$ cat config.mk
export PLATFORM = sky130hd
export DESIGN_NAME = utf8_stream_decoder_core
export DESIGN_NICKNAME = d
export VERILOG_FILES = /design/src/design/utf8d_pkg.sv /design/src/design/utf8d_decode.sv /design/src/design/utf8_stream_decoder_core.sv
export SDC_FILE = /design/constraint.sdc
export NUM_CORES = 1
export LEC_CHECK = 0
export BUFFER_PORTS_ARGS = -buffer_cell sky130_fd_sc_hd__buf_2
export CAP_MARGIN = 10
export CORE_MARGIN = 5
export CORE_UTILIZATION = 45
export DETAILED_ROUTE_END_ITERATION = 16
export GPL_TIMING_DRIVEN = 1
export HOLD_SLACK_MARGIN = 0.12
export REMOVE_ABC_BUFFERS = 1
export SLEW_MARGIN = 20
export SYNTH_ARGS = -nofsm -noshare
export SYNTH_HDL_FRONTEND = slang
export SYNTH_SLANG_ARGS = --single-unit
$ cat constraint.sdc
create_clock -name clk -period 6.15 [get_ports clk]
set_input_delay 0.9225 -clock clk [delete_from_list [all_inputs] [get_ports clk]]
set_output_delay 0.9225 -clock clk [all_outputs]
set_load 0.03 [all_outputs]
$ cat src/design/utf8d_pkg.sv
package utf8d_pkg;

	// result status codes
	typedef enum logic [1:0] {
		ST_OK        = 2'd0,
		ST_INVALID   = 2'd1,
		ST_TRUNCATED = 2'd2
	} status_t;

	typedef struct packed {
		logic [7:0] byte_value;
		logic       end_of_text;
	} in_item_t;

	typedef struct packed {
		logic [30:0] code_point;
		status_t     status;
		logic [2:0]  sequence_length;
	} out_item_t;

	// open sequence state, all zero when idle
	typedef struct packed {
		logic [2:0]  bytes_pending;
		logic [2:0]  total_length;
		logic [7:0]  lead_byte;
		logic [30:0] partial_value;
	} dec_state_t;

	localparam logic [7:0] LEAD_MIN   = 8'hc2;
	localparam logic [7:0] LEAD_3B    = 8'he0;
	localparam logic [7:0] LEAD_4B    = 8'hf0;
	localparam logic [7:0] LEAD_5B    = 8'hf8;
	localparam logic [7:0] LEAD_6B    = 8'hfc;
	localparam logic [7:0] LEAD_BAD   = 8'hfe;
	localparam logic [7:0] ASCII_END  = 8'h80;

	// overlong limits, checked on the second byte
	localparam logic [7:0] OVL_LEAD_3 = 8'he1;
	localparam logic [7:0] OVL_MIN_3  = 8'ha0;
	localparam logic [7:0] OVL_LEAD_4 = 8'hf1;
	localparam logic [7:0] OVL_MIN_4  = 8'h90;
	localparam logic [7:0] OVL_LEAD_5 = 8'hf9;
	localparam logic [7:0] OVL_MIN_5  = 8'h88;
	localparam logic [7:0] OVL_LEAD_6 = 8'hfd;
	localparam logic [7:0] OVL_MIN_6  = 8'h84;

	localparam dec_state_t IDLE_STATE = '0;

endpackage

$ cat src/design/utf8d_decode.sv
module utf8d_decode (
	input  utf8d_pkg::dec_state_t state,
	input  utf8d_pkg::in_item_t   item,
	output utf8d_pkg::dec_state_t next_state,
	output logic                  emit,
	output utf8d_pkg::out_item_t  result
);

	logic [7:0]  b;
	logic        last;
	logic [2:0]  len;
	logic [30:0] bits;
	logic [2:0]  consumed;
	logic        bad;
	logic        first_cont;
	logic [30:0] new_partial;
	logic [2:0]  new_pending;

	assign b           = item.byte_value;
	assign last        = item.end_of_text;
	assign consumed    = state.total_length - state.bytes_pending + 3'd1;
	assign first_cont  = (state.bytes_pending + 3'd1) == state.total_length;
	assign new_partial = {state.partial_value[24:0], b[5:0]};
	assign new_pending = state.bytes_pending - 3'd1;

	// lead byte length and payload bits
	always_comb begin
		if (b < utf8d_pkg::LEAD_3B) begin
			len  = 3'd2;
			bits = {26'd0, b[4:0]};
		end else if (b < utf8d_pkg::LEAD_4B) begin
			len  = 3'd3;
			bits = {27'd0, b[3:0]};
		end else if (b < utf8d_pkg::LEAD_5B) begin
			len  = 3'd4;
			bits = {28'd0, b[2:0]};
		end else if (b < utf8d_pkg::LEAD_6B) begin
			len  = 3'd5;
			bits = {29'd0, b[1:0]};
		end else begin
			len  = 3'd6;
			bits = {30'd0, b[0]};
		end
	end

	// continuation check including overlong forms
	always_comb begin
		bad = (b[7:6] != 2'b10);
		if (!bad && first_cont) begin
			case (state.total_length)
				3'd3: bad = (state.lead_byte < utf8d_pkg::OVL_LEAD_3) &&
					(b < utf8d_pkg::OVL_MIN_3);
				3'd4: bad = (state.lead_byte < utf8d_pkg::OVL_LEAD_4) &&
					(b < utf8d_pkg::OVL_MIN_4);
				3'd5: bad = (state.lead_byte < utf8d_pkg::OVL_LEAD_5) &&
					(b < utf8d_pkg::OVL_MIN_5);
				3'd6: bad = (state.lead_byte < utf8d_pkg::OVL_LEAD_6) &&
					(b < utf8d_pkg::OVL_MIN_6);
				default: bad = 1'b0;
			endcase
		end
	end

	always_comb begin
		next_state = state;
		emit       = 1'b0;
		result     = '{code_point: 31'd0, status: utf8d_pkg::ST_OK,
			sequence_length: 3'd1};
		if (state.bytes_pending == 3'd0) begin
			if (b < utf8d_pkg::ASCII_END) begin
				emit              = 1'b1;
				result.code_point = {23'd0, b};
			end else if (b < utf8d_pkg::LEAD_MIN || b >= utf8d_pkg::LEAD_BAD) begin
				emit          = 1'b1;
				result.status = utf8d_pkg::ST_INVALID;
				next_state    = utf8d_pkg::IDLE_STATE;
			end else if (last) begin
				emit          = 1'b1;
				result.status = utf8d_pkg::ST_TRUNCATED;
				next_state    = utf8d_pkg::IDLE_STATE;
			end else begin
				next_state.total_length  = len;
				next_state.bytes_pending = len - 3'd1;
				next_state.lead_byte     = b;
				next_state.partial_value = bits;
			end
		end else begin
			if (bad) begin
				emit                   = 1'b1;
				result.status          = utf8d_pkg::ST_INVALID;
				result.sequence_length = consumed;
				next_state             = utf8d_pkg::IDLE_STATE;
			end else if (new_pending == 3'd0) begin
				emit                   = 1'b1;
				result.code_point      = new_partial;
				result.sequence_length = state.total_length;
				next_state             = utf8d_pkg::IDLE_STATE;
			end else if (last) begin
				emit                   = 1'b1;
				result.status          = utf8d_pkg::ST_TRUNCATED;
				result.sequence_length = consumed;
				next_state             = utf8d_pkg::IDLE_STATE;
			end else begin
				next_state.bytes_pending = new_pending;
				next_state.partial_value = new_partial;
			end
		end
	end

endmodule

$ cat src/design/utf8_stream_decoder_core.sv
// utf8 stream decoder, one- to six-byte forms (code points up to 0x7fffffff)
// input channel: byte_valid / byte_stall / byte_item, one text byte per item
//   with an end-of-text mark; taken at an edge with byte_valid high and
//   byte_stall low
// output channel: result_valid / result_stall / result_item, at most one
//   result per input item (code point, status, sequence length)
// registers: a taken byte sits in the input register, and decode loads its
//   result into the result register once that register has room
// throughput: one byte per cycle unless a stalled result blocks; the decode
//   state is a single register updated by one combinational pass per byte
// stall: while the result register holds an item that the receiver stalls,
//   the byte in the input register waits, and byte_stall rises only when that
//   input register is occupied; bytes that give no result still wait their
//   turn so that order is kept
// reset: arst_n clears both valid flags and the decode state (idle); no
//   item is lost or invented on leaving reset
module utf8_stream_decoder_core (
	input  logic                 clk,
	input  logic                 arst_n,
	input  logic                 byte_valid,
	output logic                 byte_stall,
	input  utf8d_pkg::in_item_t  byte_item,
	output logic                 result_valid,
	input  logic                 result_stall,
	output utf8d_pkg::out_item_t result_item
);

	// input register
	logic                  valid_s1;
	utf8d_pkg::in_item_t   item_s1;

	// decode state and result register
	utf8d_pkg::dec_state_t state_q;
	utf8d_pkg::dec_state_t next_state;
	logic                  res_valid_q;
	utf8d_pkg::out_item_t  res_item_q;

	logic                  emit;
	utf8d_pkg::out_item_t  result;
	logic                  advance;

	// the held byte moves on once the result register has room
	assign advance    = valid_s1 && (!res_valid_q || !result_stall);
	assign byte_stall = valid_s1 && !advance;

	utf8d_decode u_decode (
		.state      (state_q),
		.item       (item_s1),
		.next_state (next_state),
		.emit       (emit),
		.result     (result)
	);

	always_ff @(posedge clk or negedge arst_n) begin
		if (!arst_n) begin
			valid_s1 <= 1'b0;
		end else if (!byte_stall) begin
			valid_s1 <= byte_valid;
		end
	end

	// payload needs no reset
	always_ff @(posedge clk) begin
		if (byte_valid && !byte_stall) begin
			item_s1 <= byte_item;
		end
	end

	always_ff @(posedge clk or negedge arst_n) begin
		if (!arst_n) begin
			state_q <= utf8d_pkg::IDLE_STATE;
		end else if (advance) begin
			state_q <= next_state;
		end
	end

	always_ff @(posedge clk or negedge arst_n) begin
		if (!arst_n) begin
			res_valid_q <= 1'b0;
		end else if (advance && emit) begin
			res_valid_q <= 1'b1;
		end else if (!result_stall) begin
			res_valid_q <= 1'b0;
		end
	end

	always_ff @(posedge clk) begin
		if (advance && emit) begin
			res_item_q <= result;
		end
	end

	assign result_valid = res_valid_q;
	assign result_item  = res_item_q;

endmodule

==> flow_summary.ini, run 1 <==
[placement]
dp.final_hpwl_mm = 5.16
preCtsSetupSlack_ns = 3.12
io_buffers = 50
gp_congestion = 0.914

[logic_synthesis]
synth_edf_count = 45
synth_cell_type_count = 46
ys_ff_latch = 86
yosys_warnings = 0
synth_adder_area_share = 0.0256
postSynthCellCount = 342
muxShareOfSynthArea = 0.0426
syn-cell-area_um2 = 3910
synth-xor-area-share = 0.0134
postSynthAreaPerCell_um2 = 11.4
ys_seq_area_frac = 0.608
postSynth.asyncResetShare = 0.477
synth_compound_area_frac = 0.117
synthSimpleGateAreaFrac = 0.152
synth_top_family_by_area = simple AND/OR/NAND/NOR gates
synth_flop_cell = edfxtp_1

[clock_network]
clock_sinks = 86
ctsRootBufferMaster = clkbuf_8
insertion_delay_ns = 0.34
cts_resized = 0
cts_max_level = 3
hold_buffers = 0
clkTransAtPathRegs_ns = 0.09
cts_made_buffers = 9
cts_buffer_depth = 2
postCtsSetupRepairBufs = 0
cts_tree = yes

[global_routing]
globalRouteOverflowTotal = 0
grt_use_total = 0.151
grt_pass1_vias = 2505
grt_antenna_before_repair = 0
grt_max_degree = 42
grt_pass1_wl_mm = 12.5

[timing]
min_period_over_period = 0.481
fmax_mhz = 338
rsz0062_at_grt = no
max_slew_margin = 0.349
fin_worst_skew_ns = 0.0133
fin_crit_ns = 2.96
slew_violations = 0
worst_pin_slew_ns = 0.975
fin_ws_ns = 3.19
finalSetupViolations = 0
hold_viol = 0
totalNegativeSetupSlack_ns = 0

[route]
vias = 2537
wirelength_mm = 7.59
via_per_inst = 5.08
routedWlPerCell_um = 15.2
postRouteAntennaNets = 0
dr.pass1.iters = 4
first_iter_violations = 172
route.detailed.drc = 0

[power]
power.switching_uw = 442
p_int_uw = 957
power_density_nw_per_um2 = 317
seqPwrFrac = 0.513
p_leak_uw = 0.00182
combPwrFrac = 0.206
p_sw_frac = 0.316
peakVddDrop_mv = 0.180
p_clk_frac = 0.282

[status]
status = complete, no violations

[job]
cap_violations = 0

[cells_and_area]
diodes = 0
nNetsFinal = 407
layout-drive-gt1-share = 0.205
fillers = 803
syn_to_final_growth_pct = 12.8

[floorplan]
pin_count = 51
coreArea_um2 = 8590
start_util = 0.455
rows = 34
dieArea_um2 = 10700
dieHeight_um = 103
die_width_um = 103

[critical_path]
critPathRequiredTime_ns = 6.38
critPathArrivalTime_ns = 3.19
start_kind = flop
crit_path_end_kind = flop
critPathMaxFanout = 25
crit_type = reg -> reg

[hold_path]
hold_path_class = reg -> reg
[power by group through the flow]
stage,Clock (µW),Sequential (µW),Combinational [µW]
2_1_floorplan,0,778,151
3_3_place_gp,0,728,288
3_5_place_dp,0,730,290
4_1_cts,404,717,291
5_1_grt,430,726,316
6_report,394,717,287
[layout by cell type (no fill, tap or decap), types with 3 or more instances in the layout]
cell type	count
a21oi_1	8
a22o_1	3
a22oi_1	3
and2_1	26
buf_2	50
clkbuf_8	9
dfrtp_1	41
edfxtp_1	45
ha_1	8
inv_1	14
mux2_2	5
mux2i_1	11
nand2_1	60
nand2b_1	4
nand3_1	5
nor2_1	12
nor2b_1	3
nor3_1	4
o21a_1	6
o21ai_0	29
o31ai_1	3
xnor2_1	4
[worst max-delay path, stage by stage, from the launching register on]
cell     delay, ns
dfrtp_1       0.44
inv_1         0.14
ha_1          0.28
nor2b_1       0.09
nor2_1        0.09
o21ai_0       0.12
nor3_1        0.58
nand2_1       0.66
a32o_1        0.45
[layout make-up]
class,count,area [µm²],area share
sequential,86,2380,0.539
inverter,14,52.6,0.0119
clock inverter,6,70.1,0.0159
clock buffer,10,128,0.0289
tap,108,135,0.0306
timing repair buffer,52,265,0.0602
multi-input combinational,223,1380,0.313
[sequential cells by signal, summed over array words and instances (netlist names)]
signal        cells
result_item      36
state_q          39
result_valid      1
item_s1           9
valid_s1          1
[per-layer routing]
metal  track usage  wire length, µm  part of all wire  up-vias
li1              -                -                 -     1280
met1         0.214             3570              0.47     1181
met2         0.239             3480              0.46       67
met3        0.0309              457             0.060        9
met4        0.0438               78             0.010        0
met5             0                0                 0        -
[per-stage QoR]
| step | std cells | hold WS (ns) | total power (µW) | util | cell area, µm² |
|---|---|---|---|---|---|
| 6_report | 499 | 0.480 | 1400 | 0.513 | 4410 |
| 5_1_grt | 499 | 0.526 | 1470 | 0.513 | 4410 |
| 4_1_cts | 499 | 0.481 | 1410 | 0.513 | 4410 |
| 3_5_place_dp | 483 | 0.463 | 1020 | 0.490 | 4210 |
| 3_3_place_gp | 483 | 0.454 | 1020 | 0.490 | 4210 |
| 2_1_floorplan | 323 | 0.442 | 929 | - | 3800 |
[final timing paths]
path | from | to | slack, ns | depth (start not counted)
max in group asynchronous | arst_n | state_q[24]$_DFFE_PN0P_ | 4.85 | 1
worst min register to register | state_q[19]$_DFFE_PN0P_ | state_q[19]$_DFFE_PN0P_ | 0.48 | 2
min in group asynchronous | arst_n | state_q[3]$_DFFE_PN0P_ | 0.72 | 1
worst max-delay path | state_q[42]$_DFFE_PN0P_ | result_valid$_DFFE_PN0P_ | 3.19 | 8
worst max register to register | state_q[42]$_DFFE_PN0P_ | result_valid$_DFFE_PN0P_ | 3.19 | 8
worst min-delay path | state_q[19]$_DFFE_PN0P_ | state_q[19]$_DFFE_PN0P_ | 0.48 | 2
[cells in the mapped netlist, drive strengths merged (5+ instances only)]
cell type | instances | share of area
dfrtp | 41 | 0.26
and2 | 26 | 0.042
o21a | 6 | 0.012
buf | 12 | 0.021
nand3 | 5 | 0.0064
ha | 8 | 0.026
o21ai | 31 | 0.041
a21oi | 9 | 0.012
nor2 | 13 | 0.013
inv | 14 | 0.013
mux2i | 11 | 0.028
edfxtp | 45 | 0.35
nand2 | 60 | 0.058
mux2 | 5 | 0.014
clkbuf | 7 | 0.0067
[kinds of logic (layout without fill, tap and decap cells)]
group	count (synthesis)	after routing
AO/OA/AOI/OAI	69	69
XOR/XNOR	6	6
buffers and inverters	33	82
flip-flops	86	86
multiplexers	16	16
AND/OR/NAND/NOR	124	124
adder cells (fa/ha/maj)	8	8
Power figures use the tool's default switching activity.
==> inputs of run 2 (changes only) <==
==> constraint.sdc (replaced) <==
create_clock -name clk -period 3.1 [get_ports clk]
set_input_delay 0.465 -clock clk [delete_from_list [all_inputs] [get_ports clk]]
set_output_delay 0.465 -clock clk [all_outputs]
set_load 0.03 [all_outputs]
==> flow_summary.ini, run 2 (synthesized netlist as in run 1, its figures left out) <==
[timing]
slew_violations = 0
min_period_over_period = 0.853
fin_crit_ns = 2.64
fin_worst_skew_ns = 0.00827
rsz0062_at_grt = no
fmax_mhz = 378
worst_pin_slew_ns = 0.944
finalSetupViolations = 0
max_slew_margin = 0.371
hold_viol = 0

[critical_path]
slowest_stage = dfrtp_1
r2r_slack_ns = 0.46
critPathArrivalTime_ns = 2.91
worstReg2RegStart = state_q[42]$_DFFE_PN0P_
cpLargestDelayFamily = simple AND/OR/NAND/NOR gates
setup.worst_path.end = state_q[4]$_DFFE_PN0P_
max_stage_delay_ns = 0.43
reg2regPathDepth = 9
crit_type = reg -> reg
critPathMaxFanout = 9
start_kind = flop
critPathRequiredTime_ns = 3.37
crit_start = state_q[42]$_DFFE_PN0P_
cp_num_cells = 9
crit_path_end_kind = flop
crit_path_cell_trace = inv_1, ha_1, nor2b_1, o2111ai_1, nor2_1, and2_1, buf_4, a22oi_1, o21ai_0
r2r-end = state_q[4]$_DFFE_PN0P_
cp.buffers_inverters = 2

[cells_and_area]
diodes = 0
syn_to_final_growth_pct = 15.6
post-route-cell-area_um2 = 4520
layout-drive-gt1-share = 0.219
multi_input_area_um2 = 1380
nNetsFinal = 414
largest_reg_flops = 39
final_cells = 506
largest_register = state_q
fillers = 777
final_common_cell = nand2_1
regArea_um2 = 2380
layout_common_cells = 60 x nand2_1, 50 x buf_2, 45 x edfxtp_1, 41 x dfrtp_1, 29 x o21ai_0

[route]
routedWlPerCell_um = 15.6
route.detailed.drc = 0
wirelength_mm = 7.89
via_per_inst = 5.17
vias = 2616
first_iter_violations = 157
postRouteAntennaNets = 0
dr.pass1.iters = 4

[floorplan]
coreArea_um2 = 8590
rows = 34
dieHeight_um = 103
pin_count = 51
dieArea_um2 = 10700
start_util = 0.455
die_width_um = 103

[global_routing]
use_met1 = 0.229
grt_max_degree = 42
met3_usage = 0.0309
met2_usage = 0.248
grt_pass1_wl_mm = 13.1
grt.busiest_layer = met2
grt_antenna_before_repair = 0
grt_use_total = 0.160
globalRouteOverflowTotal = 0
grt_pass1_vias = 2564

[status]
status = complete, no violations

[clock_network]
cts_resized = 0
clock_sinks = 86
insertion_delay_ns = 0.35
cts_max_level = 3
hold_buffers = 0
postCtsSetupRepairBufs = 0
cts_buffer_depth = 2
cts_tree = yes
ctsRootBufferMaster = clkbuf_8
clkTransAtPathRegs_ns = 0.09
cts_made_buffers = 9

[placement]
gp_congestion = 0.868
io_buffers = 50
placed_area_um2 = 4280
placed_cells = 490
dp.final_hpwl_mm = 5.58

[power]
p_leak_uw = 0.00188
power_density_nw_per_um2 = 656
peakVddDrop_mv = 0.277

[hold_path]
hold_path_class = in -> async

[job]
cap_violations = 0
==> run 2: cell count changes in the layout (fill, tap and decap cells not counted) <==
cell	before	now
buf_12	0	1
bufinv_16	1	3
inv_6	1	2
buf_4	2	8
clkinvlp_4	2	1
clkinv_2	1	0
inv_8	1	0
==> run 2: metal layers <==
metal / vias to the layer above / routed length (µm)
li1: 1298 / -
met4: 0 / 61
met5: - / 0
met3: 7 / 367
met2: 53 / 3630
met1: 1258 / 3830
==> run 2: stage by stage <==
| stage | worst slack, ns | TNS [ns] | util | hold WS, ns | total power (µW) |
|---|---|---|---|---|---|
| global route | 0.230 | 0 | 0.526 | 0.263 | 3110 |
| CTS | 0.423 | 0 | 0.526 | 0.270 | 3000 |
| detailed placement | 0.445 | 0 | 0.498 | 0.463 | 2050 |
| global placement | 0.373 | 0 | 0.498 | 0.455 | 2040 |
| floorplan | -1.69 | -60.85 | - | 0.169 | 1840 |
| finish | 0.455 | 0 | 0.526 | 0.256 | 2960 |
==> run 2: worst reg2reg max path: cells and delay by family, from the launching register on <==
| kind | cells | cell delay, ns |
|---|---|---|
| and+or+nand+nor | 3 | 1.06 |
| DFF | 1 | 0.43 |
| adders and majority gates | 1 | 0.27 |
| AOI/OAI and AO/OA | 3 | 0.43 |
| buffers and inverters | 2 | 0.38 |
==> run 2: power by group <==
group	switching, µW	internal (µW)
Combinational	395	198
Sequential	89.3	1340
Clock	403	542
Total	887	2080
==> run 2: cell type report <==
cell class / count / share of cell area
timing repair buffer: 59 / 0.0731
clock buffer: 10 / 0.0282
tap: 108 / 0.0299
multi-input combinational: 223 / 0.306
inverter: 14 / 0.0116
sequential: 86 / 0.526
clock inverter: 6 / 0.0255
==> run 2: worst min-delay path by stage <==
stage	start	endpoint	slack (ns)	depth (start not counted)
detailed placement	state_q[19]$_DFFE_PN0P_	state_q[19]$_DFFE_PN0P_	0.46	2
CTS	byte_item[4]	item_s1[4]$_DFFE_PP_	0.27	1
global route	byte_item[4]	item_s1[4]$_DFFE_PP_	0.26	1
finish	arst_n	state_q[9]$_DFFE_PN0P_	0.26	1
floorplan	arst_n	result_valid$_DFFE_PN0P_	0.17	0
global placement	state_q[24]$_DFFE_PN0P_	state_q[24]$_DFFE_PN0P_	0.45	2
